===== src/rtl/core/lir_pkg.sv =====
// Shared types and constants for the linear interpolation resampler.
// No dependencies; compiled first.
package lir_pkg;

  localparam int SAMPLE_BITS_DEF  = 24;
  localparam int FRAC_BITS_DEF    = 16;
  localparam int MAX_UPSAMPLE_DEF = 16;

  // Fixed by the register map and the per-item result bound
  localparam int STEP_W       = 23;
  localparam int CFG_W        = 23;
  localparam int CFG_IDX_W    = 1;
  localparam int RESULT_LIMIT = 32;
  localparam int QUEUE_DEPTH  = 2;

  localparam logic [STEP_W-1:0] STEP_RESET = 23'd65536;

  typedef enum logic [CFG_IDX_W-1:0] {
    REG_STEP_RATIO   = 1'b0,
    REG_PASS_THROUGH = 1'b1
  } reg_idx_t;

  typedef enum logic {
    OP_RESAMPLE = 1'b0,
    OP_PASS     = 1'b1
  } op_t;

  typedef struct packed {
    op_t  op;
    logic is_final;
  } cmd_t;

endpackage


===== src/rtl/core/lir_if.sv =====
// Valid/ready stream interfaces for source samples and resampled results.
// Depends on lir_pkg.
interface lir_in_if import lir_pkg::*; #(parameter int SAMPLE_BITS = SAMPLE_BITS_DEF) ();
  logic                   valid;
  logic                   ready;
  logic [SAMPLE_BITS-1:0] sample_in;
  logic                   is_final;

  modport source (output valid, output sample_in, output is_final, input ready);
  modport sink   (input valid, input sample_in, input is_final, output ready);
endinterface

interface lir_out_if import lir_pkg::*; #(parameter int SAMPLE_BITS = SAMPLE_BITS_DEF) ();
  logic                   valid;
  logic                   ready;
  logic [SAMPLE_BITS-1:0] sample_out;
  logic                   run_last;
  logic                   stream_end;

  modport source (output valid, output sample_out, output run_last, output stream_end,
                  input ready);
  modport sink   (input valid, input sample_out, input run_last, input stream_end,
                  output ready);
endinterface


===== src/rtl/core/lir_front.sv =====
// Front end: registers incoming source samples and tags each with its operation.
// Depends on lir_pkg and lir_in_if.
module lir_front import lir_pkg::*; #(
  parameter int SAMPLE_BITS = SAMPLE_BITS_DEF
) (
  input  logic                   clk,
  input  logic                   rst,
  lir_in_if.sink                 src,
  input  logic                   pass_through,
  output logic                   q_valid,
  input  logic                   q_ready,
  output cmd_t                   q_ctrl,
  output logic [SAMPLE_BITS-1:0] q_sample
);

  logic                   hold_valid;
  cmd_t                   hold_ctrl;
  logic [SAMPLE_BITS-1:0] hold_sample;
  logic                   take;

  assign src.ready = !hold_valid || q_ready;
  assign take      = src.valid && src.ready;

  always_ff @(posedge clk) begin
    if (rst) begin
      hold_valid <= 1'b0;
    end else if (take) begin
      hold_valid <= 1'b1;
    end else if (q_ready) begin
      hold_valid <= 1'b0;
    end
  end

  always_ff @(posedge clk) begin
    if (take) begin
      hold_ctrl.op       <= pass_through ? OP_PASS : OP_RESAMPLE;
      hold_ctrl.is_final <= src.is_final;
      hold_sample        <= src.sample_in;
    end
  end

  assign q_valid  = hold_valid;
  assign q_ctrl   = hold_ctrl;
  assign q_sample = hold_sample;

endmodule


===== src/rtl/core/lir_queue.sv =====
// Short FIFO that decouples the front end from the interpolation engine.
// Depends on lir_pkg.
module lir_queue import lir_pkg::*; #(
  parameter int DATA_W = 26
) (
  input  logic              clk,
  input  logic              rst,
  input  logic              push_valid,
  output logic              push_ready,
  input  logic [DATA_W-1:0] push_data,
  output logic              pop_valid,
  input  logic              pop_ready,
  output logic [DATA_W-1:0] pop_data
);

  localparam int PTR_W = $clog2(QUEUE_DEPTH);
  localparam int CNT_W = $clog2(QUEUE_DEPTH + 1);

  logic [DATA_W-1:0] slots [QUEUE_DEPTH];
  logic [PTR_W-1:0]  wr_ptr;
  logic [PTR_W-1:0]  rd_ptr;
  logic [CNT_W-1:0]  fill;
  logic              do_push;
  logic              do_pop;

  assign push_ready = fill != CNT_W'(QUEUE_DEPTH);
  assign pop_valid  = fill != '0;
  assign do_push    = push_valid && push_ready;
  assign do_pop     = pop_valid && pop_ready;
  assign pop_data   = slots[rd_ptr];

  always_ff @(posedge clk) begin
    if (rst) begin
      wr_ptr <= '0;
      rd_ptr <= '0;
      fill   <= '0;
    end else begin
      if (do_push) begin
        wr_ptr <= (wr_ptr == PTR_W'(QUEUE_DEPTH - 1)) ? '0 : wr_ptr + 1'b1;
      end
      if (do_pop) begin
        rd_ptr <= (rd_ptr == PTR_W'(QUEUE_DEPTH - 1)) ? '0 : rd_ptr + 1'b1;
      end
      if (do_push && !do_pop) begin
        fill <= fill + 1'b1;
      end else if (do_pop && !do_push) begin
        fill <= fill - 1'b1;
      end
    end
  end

  always_ff @(posedge clk) begin
    if (do_push) begin
      slots[wr_ptr] <= push_data;
    end
  end

endmodule


===== src/rtl/core/lir_back.sv =====
// Interpolation engine: walks output positions of one source interval, one result
// a cycle unless stalled, to an output register. Depends on lir_pkg, lir_out_if.
module lir_back import lir_pkg::*; #(
  parameter int SAMPLE_BITS  = SAMPLE_BITS_DEF,
  parameter int FRAC_BITS    = FRAC_BITS_DEF,
  parameter int MAX_UPSAMPLE = MAX_UPSAMPLE_DEF
) (
  input  logic                   clk,
  input  logic                   rst,
  input  logic                   q_valid,
  output logic                   q_ready,
  input  cmd_t                   q_ctrl,
  input  logic [SAMPLE_BITS-1:0] q_sample,
  input  logic [STEP_W-1:0]      step_ratio,
  lir_out_if.source              dst
);

  localparam int SW       = SAMPLE_BITS;
  localparam int FB       = FRAC_BITS;
  localparam int POS_W    = ((STEP_W > FB) ? STEP_W : FB) + 2;
  localparam int CNT_W    = $clog2(MAX_UPSAMPLE + 1);
  localparam int N_W      = $clog2(RESULT_LIMIT + 1);
  localparam int PROD_W   = SW + FB + 2;
  localparam int MIN_STEP = ((1 << FB) + MAX_UPSAMPLE - 1) / MAX_UPSAMPLE;

  localparam logic [POS_W-1:0] ONE_P =
    {{(POS_W-FB-1){1'b0}}, 1'b1, {FB{1'b0}}};
  localparam logic [POS_W-1:0]  MIN_P  = POS_W'(MIN_STEP);
  localparam logic [CNT_W-1:0]  MU_C   = CNT_W'(MAX_UPSAMPLE);
  localparam logic [N_W-1:0]    LIM_C  = N_W'(RESULT_LIMIT);
  localparam logic [PROD_W-1:0] HALF_P = {{(SW+2){1'b0}}, 1'b1, {(FB-1){1'b0}}};

  typedef enum logic [2:0] {
    S_IDLE   = 3'b001,
    S_INTERP = 3'b010,
    S_TAIL   = 3'b100
  } state_t;

  state_t           state;
  logic [SW-1:0]    prior;
  logic             have_prior;
  logic [SW-1:0]    cur;
  logic             fin;
  logic [POS_W-1:0] pos;
  logic [POS_W-1:0] eff_step;
  logic [CNT_W-1:0] cnt;
  logic [N_W-1:0]   num;

  logic             out_valid;
  logic [SW-1:0]    out_sample;
  logic             out_last;
  logic             out_end;

  logic             out_free;
  logic             pop;
  logic             can_emit;
  logic             more;
  logic             tail_emits;
  logic [POS_W-1:0] pos_step;
  logic [POS_W-1:0] pos_adj_step;
  logic [POS_W-1:0] pos_adj_now;
  logic [CNT_W-1:0] cnt_inc;
  logic [N_W-1:0]   num_inc;

  logic signed [SW:0]       diff;
  logic signed [FB:0]       frac_s;
  logic signed [PROD_W-1:0] prod;
  logic signed [PROD_W-1:0] prod_rnd;
  logic signed [PROD_W-1:0] prod_sh;
  logic [SW-1:0]            interp_val;

  logic          emit;
  logic [SW-1:0] emit_sample;
  logic          emit_last;
  logic          emit_end;

  assign out_free = !out_valid || dst.ready;
  assign q_ready  = (state == S_IDLE) && (q_ctrl.op != OP_PASS || out_free);
  assign pop      = q_valid && q_ready;

  // Loop bookkeeping for the current position
  always_comb begin
    can_emit     = (pos < ONE_P) && (cnt < MU_C) && (num < LIM_C);
    pos_step     = pos + eff_step;
    cnt_inc      = cnt + 1'b1;
    num_inc      = num + 1'b1;
    more         = (pos_step < ONE_P) && (cnt_inc < MU_C) && (num_inc < LIM_C);
    pos_adj_step = (pos_step >= ONE_P) ? pos_step - ONE_P : '0;
    pos_adj_now  = (pos >= ONE_P) ? pos - ONE_P : '0;
    tail_emits   = (pos_adj_step < ONE_P) && (num_inc < LIM_C);
  end

  // prior + round(frac * (cur - prior)); stays between the two samples
  always_comb begin
    diff       = $signed({cur[SW-1], cur}) - $signed({prior[SW-1], prior});
    frac_s     = $signed({1'b0, pos[FB-1:0]});
    prod       = diff * frac_s;
    prod_rnd   = prod + $signed(HALF_P);
    prod_sh    = prod_rnd >>> FB;
    interp_val = prior + prod_sh[SW-1:0];
  end

  always_comb begin
    emit        = 1'b0;
    emit_sample = prior;
    emit_last   = 1'b0;
    emit_end    = 1'b0;
    unique case (state)
      S_IDLE: begin
        if (pop && q_ctrl.op == OP_PASS) begin
          emit        = 1'b1;
          emit_sample = q_sample;
          emit_last   = 1'b1;
          emit_end    = q_ctrl.is_final;
        end
      end
      S_INTERP: begin
        if (can_emit && out_free) begin
          emit        = 1'b1;
          emit_sample = interp_val;
          emit_last   = !more && !(fin && tail_emits);
          emit_end    = fin && !more && !tail_emits;
        end
      end
      S_TAIL: begin
        if (can_emit && out_free) begin
          emit        = 1'b1;
          emit_sample = prior;
          emit_last   = !more;
          emit_end    = !more;
        end
      end
      default: begin
        emit = 1'b0;
      end
    endcase
  end

  always_ff @(posedge clk) begin
    if (rst) begin
      state      <= S_IDLE;
      prior      <= '0;
      have_prior <= 1'b0;
      pos        <= '0;
      cnt        <= '0;
      num        <= '0;
      out_valid  <= 1'b0;
      eff_step   <= '0;
    end else begin
      eff_step  <= (POS_W'(step_ratio) < MIN_P) ? MIN_P : POS_W'(step_ratio);
      out_valid <= emit || (out_valid && !dst.ready);
      unique case (state)
        S_IDLE: begin
          if (pop) begin
            cnt <= '0;
            num <= '0;
            if (q_ctrl.op == OP_PASS) begin
              if (q_ctrl.is_final) begin
                prior      <= '0;
                have_prior <= 1'b0;
                pos        <= '0;
              end
            end else if (!have_prior) begin
              prior      <= q_sample;
              have_prior <= 1'b1;
              if (q_ctrl.is_final) begin
                state <= S_TAIL;
              end
            end else begin
              state <= S_INTERP;
            end
          end
        end
        S_INTERP: begin
          if (can_emit) begin
            if (out_free) begin
              pos <= pos_step;
              cnt <= cnt_inc;
              num <= num_inc;
            end
          end else begin
            // interval done: move to the next source sample
            pos   <= pos_adj_now;
            prior <= cur;
            cnt   <= '0;
            state <= fin ? S_TAIL : S_IDLE;
          end
        end
        S_TAIL: begin
          if (can_emit) begin
            if (out_free) begin
              pos <= pos_step;
              cnt <= cnt_inc;
              num <= num_inc;
            end
          end else begin
            prior      <= '0;
            have_prior <= 1'b0;
            pos        <= '0;
            state      <= S_IDLE;
          end
        end
        default: begin
          state <= S_IDLE;
        end
      endcase
    end
  end

  always_ff @(posedge clk) begin
    if (pop) begin
      cur <= q_sample;
      fin <= q_ctrl.is_final;
    end
    if (emit) begin
      out_sample <= emit_sample;
      out_last   <= emit_last;
      out_end    <= emit_end;
    end
  end

  assign dst.valid      = out_valid;
  assign dst.sample_out = out_sample;
  assign dst.run_last   = out_last;
  assign dst.stream_end = out_end;

endmodule


===== src/rtl/core/linear_interp_resampler_top.sv =====
// Linear interpolation sample rate converter.
//
// Channels: src takes source samples (sample_in, is_final); dst gives results
// (sample_out, run_last, stream_end). Both are valid/ready; a beat moves when
// both are high. Configuration: cfg_we/cfg_index/cfg_data, index 0 is the Q7.16
// step (source samples per output), index 1 the pass-through flag. Write only
// while the block is idle.
// Path: a sample passes the input register and the queue to the engine, which
// registers it, then registers each result in the output register. The engine
// pops an item only while idle and emits one result per cycle unless the output
// is stalled, closing each source interval in a step of its own; a final item
// also emits its tail. A pass-through item is emitted as it is popped. With a
// single interpolation multiplier, it takes a new item only when idle again.
// Reset: synchronous; clears the stream state (no prior sample, position zero),
// step to 1.0, pass-through off. No clearing pass is needed.
// Stall: a held result stays in the output register; the two-entry queue and
// input register keep taking samples until they fill, then src.ready drops.
module linear_interp_resampler_top import lir_pkg::*; #(
  parameter int SAMPLE_BITS  = SAMPLE_BITS_DEF,
  parameter int FRAC_BITS    = FRAC_BITS_DEF,
  parameter int MAX_UPSAMPLE = MAX_UPSAMPLE_DEF
) (
  input  logic                 clk,
  input  logic                 rst,
  lir_in_if.sink               src,
  lir_out_if.source            dst,
  input  logic                 cfg_we,
  input  logic [CFG_IDX_W-1:0] cfg_index,
  input  logic [CFG_W-1:0]     cfg_data
);

  localparam int Q_W = $bits(cmd_t) + SAMPLE_BITS;

  logic [STEP_W-1:0]      step_ratio;
  logic                   pass_through;

  logic                   f_valid;
  logic                   f_ready;
  cmd_t                   f_ctrl;
  logic [SAMPLE_BITS-1:0] f_sample;

  logic                   b_valid;
  logic                   b_ready;
  logic [Q_W-1:0]         b_data;
  cmd_t                   b_ctrl;
  logic [SAMPLE_BITS-1:0] b_sample;

  always_ff @(posedge clk) begin
    if (rst) begin
      step_ratio   <= STEP_RESET;
      pass_through <= 1'b0;
    end else if (cfg_we) begin
      unique case (reg_idx_t'(cfg_index))
        REG_STEP_RATIO:   step_ratio   <= cfg_data[STEP_W-1:0];
        REG_PASS_THROUGH: pass_through <= cfg_data[0];
        default: begin
          pass_through <= pass_through;
        end
      endcase
    end
  end

  lir_front #(
    .SAMPLE_BITS(SAMPLE_BITS)
  ) u_front (
    .clk          (clk),
    .rst          (rst),
    .src          (src),
    .pass_through (pass_through),
    .q_valid      (f_valid),
    .q_ready      (f_ready),
    .q_ctrl       (f_ctrl),
    .q_sample     (f_sample)
  );

  lir_queue #(
    .DATA_W(Q_W)
  ) u_queue (
    .clk        (clk),
    .rst        (rst),
    .push_valid (f_valid),
    .push_ready (f_ready),
    .push_data  ({f_ctrl, f_sample}),
    .pop_valid  (b_valid),
    .pop_ready  (b_ready),
    .pop_data   (b_data)
  );

  assign b_ctrl   = b_data[Q_W-1:SAMPLE_BITS];
  assign b_sample = b_data[SAMPLE_BITS-1:0];

  lir_back #(
    .SAMPLE_BITS  (SAMPLE_BITS),
    .FRAC_BITS    (FRAC_BITS),
    .MAX_UPSAMPLE (MAX_UPSAMPLE)
  ) u_back (
    .clk        (clk),
    .rst        (rst),
    .q_valid    (b_valid),
    .q_ready    (b_ready),
    .q_ctrl     (b_ctrl),
    .q_sample   (b_sample),
    .step_ratio (step_ratio),
    .dst        (dst)
  );

endmodule


===== src/flat_wrapper.sv =====
// flat-port wrapper written by rule: the top's interface ports become plain ports
module linear_interp_resampler_top_flat import lir_pkg::*;
#(
  parameter int SAMPLE_BITS  = SAMPLE_BITS_DEF,
  parameter int FRAC_BITS    = FRAC_BITS_DEF,
  parameter int MAX_UPSAMPLE = MAX_UPSAMPLE_DEF
)
  (clk, rst, cfg_we, cfg_index, cfg_data, src_valid, src_sample_in, src_is_final, src_ready, dst_valid, dst_sample_out, dst_run_last, dst_stream_end, dst_ready);
  lir_in_if #(.SAMPLE_BITS(SAMPLE_BITS)) src_i ();
  lir_out_if #(.SAMPLE_BITS(SAMPLE_BITS)) dst_i ();
  input  logic clk;
  input  logic rst;
  input  logic cfg_we;
  input  logic [CFG_IDX_W-1:0] cfg_index;
  input  logic [CFG_W-1:0] cfg_data;
  input wire logic [$bits(src_i.valid)-1:0] src_valid;
  input wire logic [$bits(src_i.sample_in)-1:0] src_sample_in;
  input wire logic [$bits(src_i.is_final)-1:0] src_is_final;
  output wire logic [$bits(src_i.ready)-1:0] src_ready;
  output wire logic [$bits(dst_i.valid)-1:0] dst_valid;
  output wire logic [$bits(dst_i.sample_out)-1:0] dst_sample_out;
  output wire logic [$bits(dst_i.run_last)-1:0] dst_run_last;
  output wire logic [$bits(dst_i.stream_end)-1:0] dst_stream_end;
  input wire logic [$bits(dst_i.ready)-1:0] dst_ready;
  assign src_i.valid = src_valid;
  assign src_i.sample_in = src_sample_in;
  assign src_i.is_final = src_is_final;
  assign src_ready = src_i.ready;
  assign dst_valid = dst_i.valid;
  assign dst_sample_out = dst_i.sample_out;
  assign dst_run_last = dst_i.run_last;
  assign dst_stream_end = dst_i.stream_end;
  assign dst_i.ready = dst_ready;
  linear_interp_resampler_top #(.SAMPLE_BITS(SAMPLE_BITS), .FRAC_BITS(FRAC_BITS), .MAX_UPSAMPLE(MAX_UPSAMPLE)) u_core (.clk(clk), .rst(rst), .src(src_i), .dst(dst_i), .cfg_we(cfg_we), .cfg_index(cfg_index), .cfg_data(cfg_data));
endmodule

===== config.mk =====
export PLATFORM = sky130hd
export DESIGN_NAME = linear_interp_resampler_top_flat
export DESIGN_NICKNAME = d
export VERILOG_FILES = /design/src/rtl/core/lir_pkg.sv /design/src/rtl/core/lir_if.sv /design/src/rtl/core/lir_front.sv /design/src/rtl/core/lir_queue.sv /design/src/rtl/core/lir_back.sv /design/src/rtl/core/linear_interp_resampler_top.sv /design/src/flat_wrapper.sv
export SDC_FILE = /design/constraint.sdc
export NUM_CORES = 2
export LEC_CHECK = 0
export BUFFER_PORTS_ARGS = -buffer_cell sky130_fd_sc_hd__buf_2
export CORE_UTILIZATION = 69
export DETAILED_ROUTE_END_ITERATION = 12
export PLACE_DENSITY = 0.87
export SLEW_MARGIN = 20
export SYNTH_ARGS = -nofsm -noshare
export SYNTH_HDL_FRONTEND = slang
export SYNTH_SLANG_ARGS = --single-unit
export TNS_END_PERCENT = 50

===== constraint.sdc =====
create_clock -name clk -period 29.3 [get_ports clk]
set_input_delay 2.93 -clock clk [delete_from_list [all_inputs] [get_ports clk]]
set_output_delay 2.93 -clock clk [all_outputs]
set_load 0.01 [all_outputs]

==> impl.org <==
** STA
- Setup repair after global routing left no endpoint under its margin.
- The worst path uses between 30% and 40% of the clock period.
- Final setup violation count :: 0
- The max-slew violation count was 0.
- Final clock skew :: roughly 22 ps
- Post-route minimum period :: between 10000 and 15000 ps
- Static timing analysis puts the maximum clock frequency at 85.33 MHz.
- Transition time of the tightest slew-check pin :: between 1000 and 1500 ps
- Fin. Hold Viols :: 0
- Summed over all failing endpoints, the final setup total negative slack is 0 ps.
- Worst max-slew margin expressed relative to the limit :: around a third

** Worst setup path
- At the worst endpoint, the required time is between 20000 and 30000 ps.
- In this run the worst path has a maximum fanout of 16.
- Type of origin of the critical path :: register
- CP max stage delay :: 540 ps
- At the worst endpoint, the arrival time is between 10000 and 15000 ps.
- In this run the number of cells on the critical path is 49.
- Most frequent cell on the critical path :: sky130_fd_sc_hd__inv_1
- Master of the slowest instance on the critical path :: sky130_fd_sc_hd__fa_1
- Cell family with the largest share of critical-path delay :: compound AO/OA/AOI/OAI gates
- R2R depth :: 49
- Endpoint type of the worst setup path :: register
- Counting both buffers and inverters, the worst setup path holds a total of 8.
- The critical path in this run is classified as register to register.
- Minimum setup slack among reg-to-reg paths :: ~18000 ps

** GRT
- Global-route wire length before repair :: roughly 110 mm
- Global routing used under 10% of the available met3 tracks.
- Global-route usage over all layers :: 35.51%
- Global routing consumed, on the met2 layer, ~60% of the routing resources.
- Number of antenna violations at the first check in global routing :: 1
- In this run the most used layer during global routing was met2.
- The via count of the first global-routing pass is 22250.
- Global routing finished with a remaining overflow of 0.
- Pin count of the biggest net entering global routing :: 75
- In the global route stage, met1 resource usage came out at 44.67%.

** Clocking
- Root cell of the clock tree :: sky130_fd_sc_hd__clkbuf_16
- Clock latency on the worst-skew pair, taken at its later pin, is roughly 550 ps.
- Number of sinks driven by the clock tree :: around 250
- TritonCTS built the clock tree.
- Cts repair resizes :: 0
- In this run the deepest clock path goes through 3 buffers.
- In this run the post-CTS setup repair buffer count came out at 0.
- After clock tree synthesis, the clock-pin slew on the worst setup and hold paths is around 70 ps.
- Clock H-tree levels :: 1
- After clock tree synthesis, the flow added hold-fix buffers numbering 0.
- Number of buffers inserted during clock tree synthesis :: 24

** Detailed routing
- For this run, design rule violations remaining after detail routing come to 0.
- The final layout contains routed wiring with a total length of just under 70 mm.
- In this run the remaining antenna-violating nets after routing total 0.
- Across all layers, the routed design uses about 21000 vias.
- In the final routed layout, each cell accounts on average for ~20 um.
- The first TritonRoute pass finished after 6 iterations.
- Number of violations reported at the end of detailed-routing iteration 0 :: around 1900
- In the routed layout, each cell is associated on average with a via count of around 6.0.

** Final layout
- The number of antenna diodes in the final layout is 0.
- In the layout the commonest cells are 555 x sky130_fd_sc_hd__inv_1, 381 x sky130_fd_sc_hd__fa_1, 261 x sky130_fd_sc_hd__nand2_1.
- After the last flow step, the layout net total stands at about 3600.
- The post-route netlist has under 10% of its cells at a drive strength greater than 1.
- Fill cells :: between 2000 and 3000
- The library cell used most frequently in the layout, excluding fill and tap cells, is sky130_fd_sc_hd__inv_1.
- The area growth from synthesis to layout is 6.831%.
- Finished Core Util :: approximately 75%

** Power
- Total power per unit cell area :: 62.32 nW/um2
- Total power :: about 1.8 mW
- For this design the static power due to leakage is between 10 and 15 nW.
- The worst-case IR drop observed on VDD is 0.08066 mV.

** Floorplan
- Std-Cell Core Area :: between 30000 and 40000 um2
- Die Footprint :: about 40000 um2
- The initialized floorplan defines a little over 70 standard-cell rows.
- Measured along the x axis, the die boundary spans about 200 um.
- Initial core utilization :: 69.98%
- Chip height :: about 200 um
- For this design the top-level I/O count stands at between 80 and 90.

** Hold path
- The tightest min-delay check is of the register to register type.
- Along the worst hold path, the cell count comes to 0.

** Run status
- Run status :: complete, no violations

** Synthesis
- Among all flip-flop cells after synthesis, the most frequent one is sky130_fd_sc_hd__edfxtp_1.
- In this run, synthesis produced a sequential element count of ~250.
- After synthesis, the largest area contributor takes up around 28% of total cell area.
- In this run, synthesis inferred around 130 flip-flops with an integrated enable.
- Share of flip-flops with an asynchronous set or reset after synthesis :: 0%
- Of all cell types, the one taking the most synthesized area is sky130_fd_sc_hd__fa_1.
- After synthesis the cells add up to 27110 um2.
- During synthesis, Yosys emitted a total of 0 warnings.
- Synthesis handed over a netlist of between 2000 and 3000 instances.
- A synthesized cell averages between 9 and 10 um2.
- Sequential elements use 23.00% of the synthesized area.
- Number of distinct library cell variants in the gate-level netlist after synthesis :: just under 80
- After synthesis, the cell types taking the most area are sky130_fd_sc_hd__fa_1 28%, sky130_fd_sc_hd__edfxtp_1 14%, sky130_fd_sc_hd__ha_1 9.0%, sky130_fd_sc_hd__dfxtp_1 8.7%, sky130_fd_sc_hd__inv_1 7.7%.
- Synthesis produced a netlist with a net count of around 3500.

** Placed design
- The HPWL after detailed placement is around 53 mm.
- The congestion estimate from routability-driven global placement came to about 0.94.
- Buffers placed on the I/O ports in this run total 81.

** Run
- Max-cap violations in this run came to 0.
[final cells by class]
class | count | area (um2) | share of cell area [%]
repair buffers | 125 | 758.2 | 2.618
multi-input cells | 1967 | 18410 | 63.57
flip-flops and latches | 247 | 6236 | 21.53
well taps | 518 | 648.1 | 2.238
inverters | 556 | 2087 | 7.207
clock buffers | 25 | 604.3 | 2.087
clock inverters | 19 | 216.5 | 0.7475
[cells by family after synthesis]
logic type	share of synthesized area, %
DFF	23.00
xor gates and xnor gates	3.351
muxes	1.223
buffers and inverters	9.365
AOI/OAI and AO/OA	10.59
and+or+nand+nor	15.38
adders and majority gates	37.09
[flip-flops by register name, indices dropped and copies added, names as in the netlist, 2 cells and up, named ones only]
signal                        count
u_core.u_front.q_sample          24
u_core.u_back.pos                25
u_core.u_back.cur                24
u_core.u_back.cnt                 5
u_core.step_ratio                23
u_core.u_queue.slots             52
u_core.u_back.state               3
u_core.u_front.q_ctrl             2
u_core.u_back.num                 6
u_core.u_back.eff_step           23
u_core.u_queue.fill               2
u_core.u_back.dst.sample_out     24
u_core.u_back.prior              24
[routing by layer]
layer / routed length, um / share of wire, % / vias up
met5: 0 / 0 / -
met4: 3082 / 4.5 / 0
met3: 6110 / 8.9 / 250
met2: 33080 / 48 / 994
met1: 26400 / 38 / 10180
li1: - / - / 9241
[Yosys cell counts, types with 42 or more instances]
master,n
sky130_fd_sc_hd__edfxtp_1,129
sky130_fd_sc_hd__a21oi_1,117
sky130_fd_sc_hd__o21ai_0,70
sky130_fd_sc_hd__clkbuf_1,107
sky130_fd_sc_hd__and2_1,239
sky130_fd_sc_hd__nor2_1,152
sky130_fd_sc_hd__fa_1,381
sky130_fd_sc_hd__inv_1,555
sky130_fd_sc_hd__dfxtp_1,118
sky130_fd_sc_hd__nor2b_1,42
sky130_fd_sc_hd__ha_1,194
sky130_fd_sc_hd__nand2_1,261
sky130_fd_sc_hd__xnor2_1,60
[stage by stage]
| step | hold WS, ps | setup WS, ps | instances | cell area (um2) |
|---|---|---|---|---|
| 2_1_floorplan | 408.1 | 18800 | 2885 | 27110 |
| 3_3_place_gp | 424.5 | 18000 | 3412 | 28110 |
| 3_5_place_dp | 432.1 | 17700 | 3412 | 28110 |
| 4_1_cts | 448.1 | 17650 | 3456 | 28930 |
| 5_1_grt | 456.6 | 16710 | 3457 | 28960 |
| 6_report | 445.7 | 17580 | 3457 | 28960 |
[worst paths after layout]
path	start	to
worst max register to register	u_core.u_back.prior[1]	u_core.u_back.dst.sample_out[23]
worst min-delay path	u_core.u_front.q_sample[7]	u_core.u_queue.slots[1][7]
worst min register to register	u_core.u_front.q_sample[7]	u_core.u_queue.slots[1][7]
worst max-delay path	u_core.u_back.prior[1]	u_core.u_back.dst.sample_out[23]
[where the power goes]
part	switching [mW]	internal (mW)	total, mW
combinational	0.695	0.299	0.994
clock	0.144	0.180	0.324
sequential	0.0453	0.442	0.487
Power figures use the tool's default switching activity.
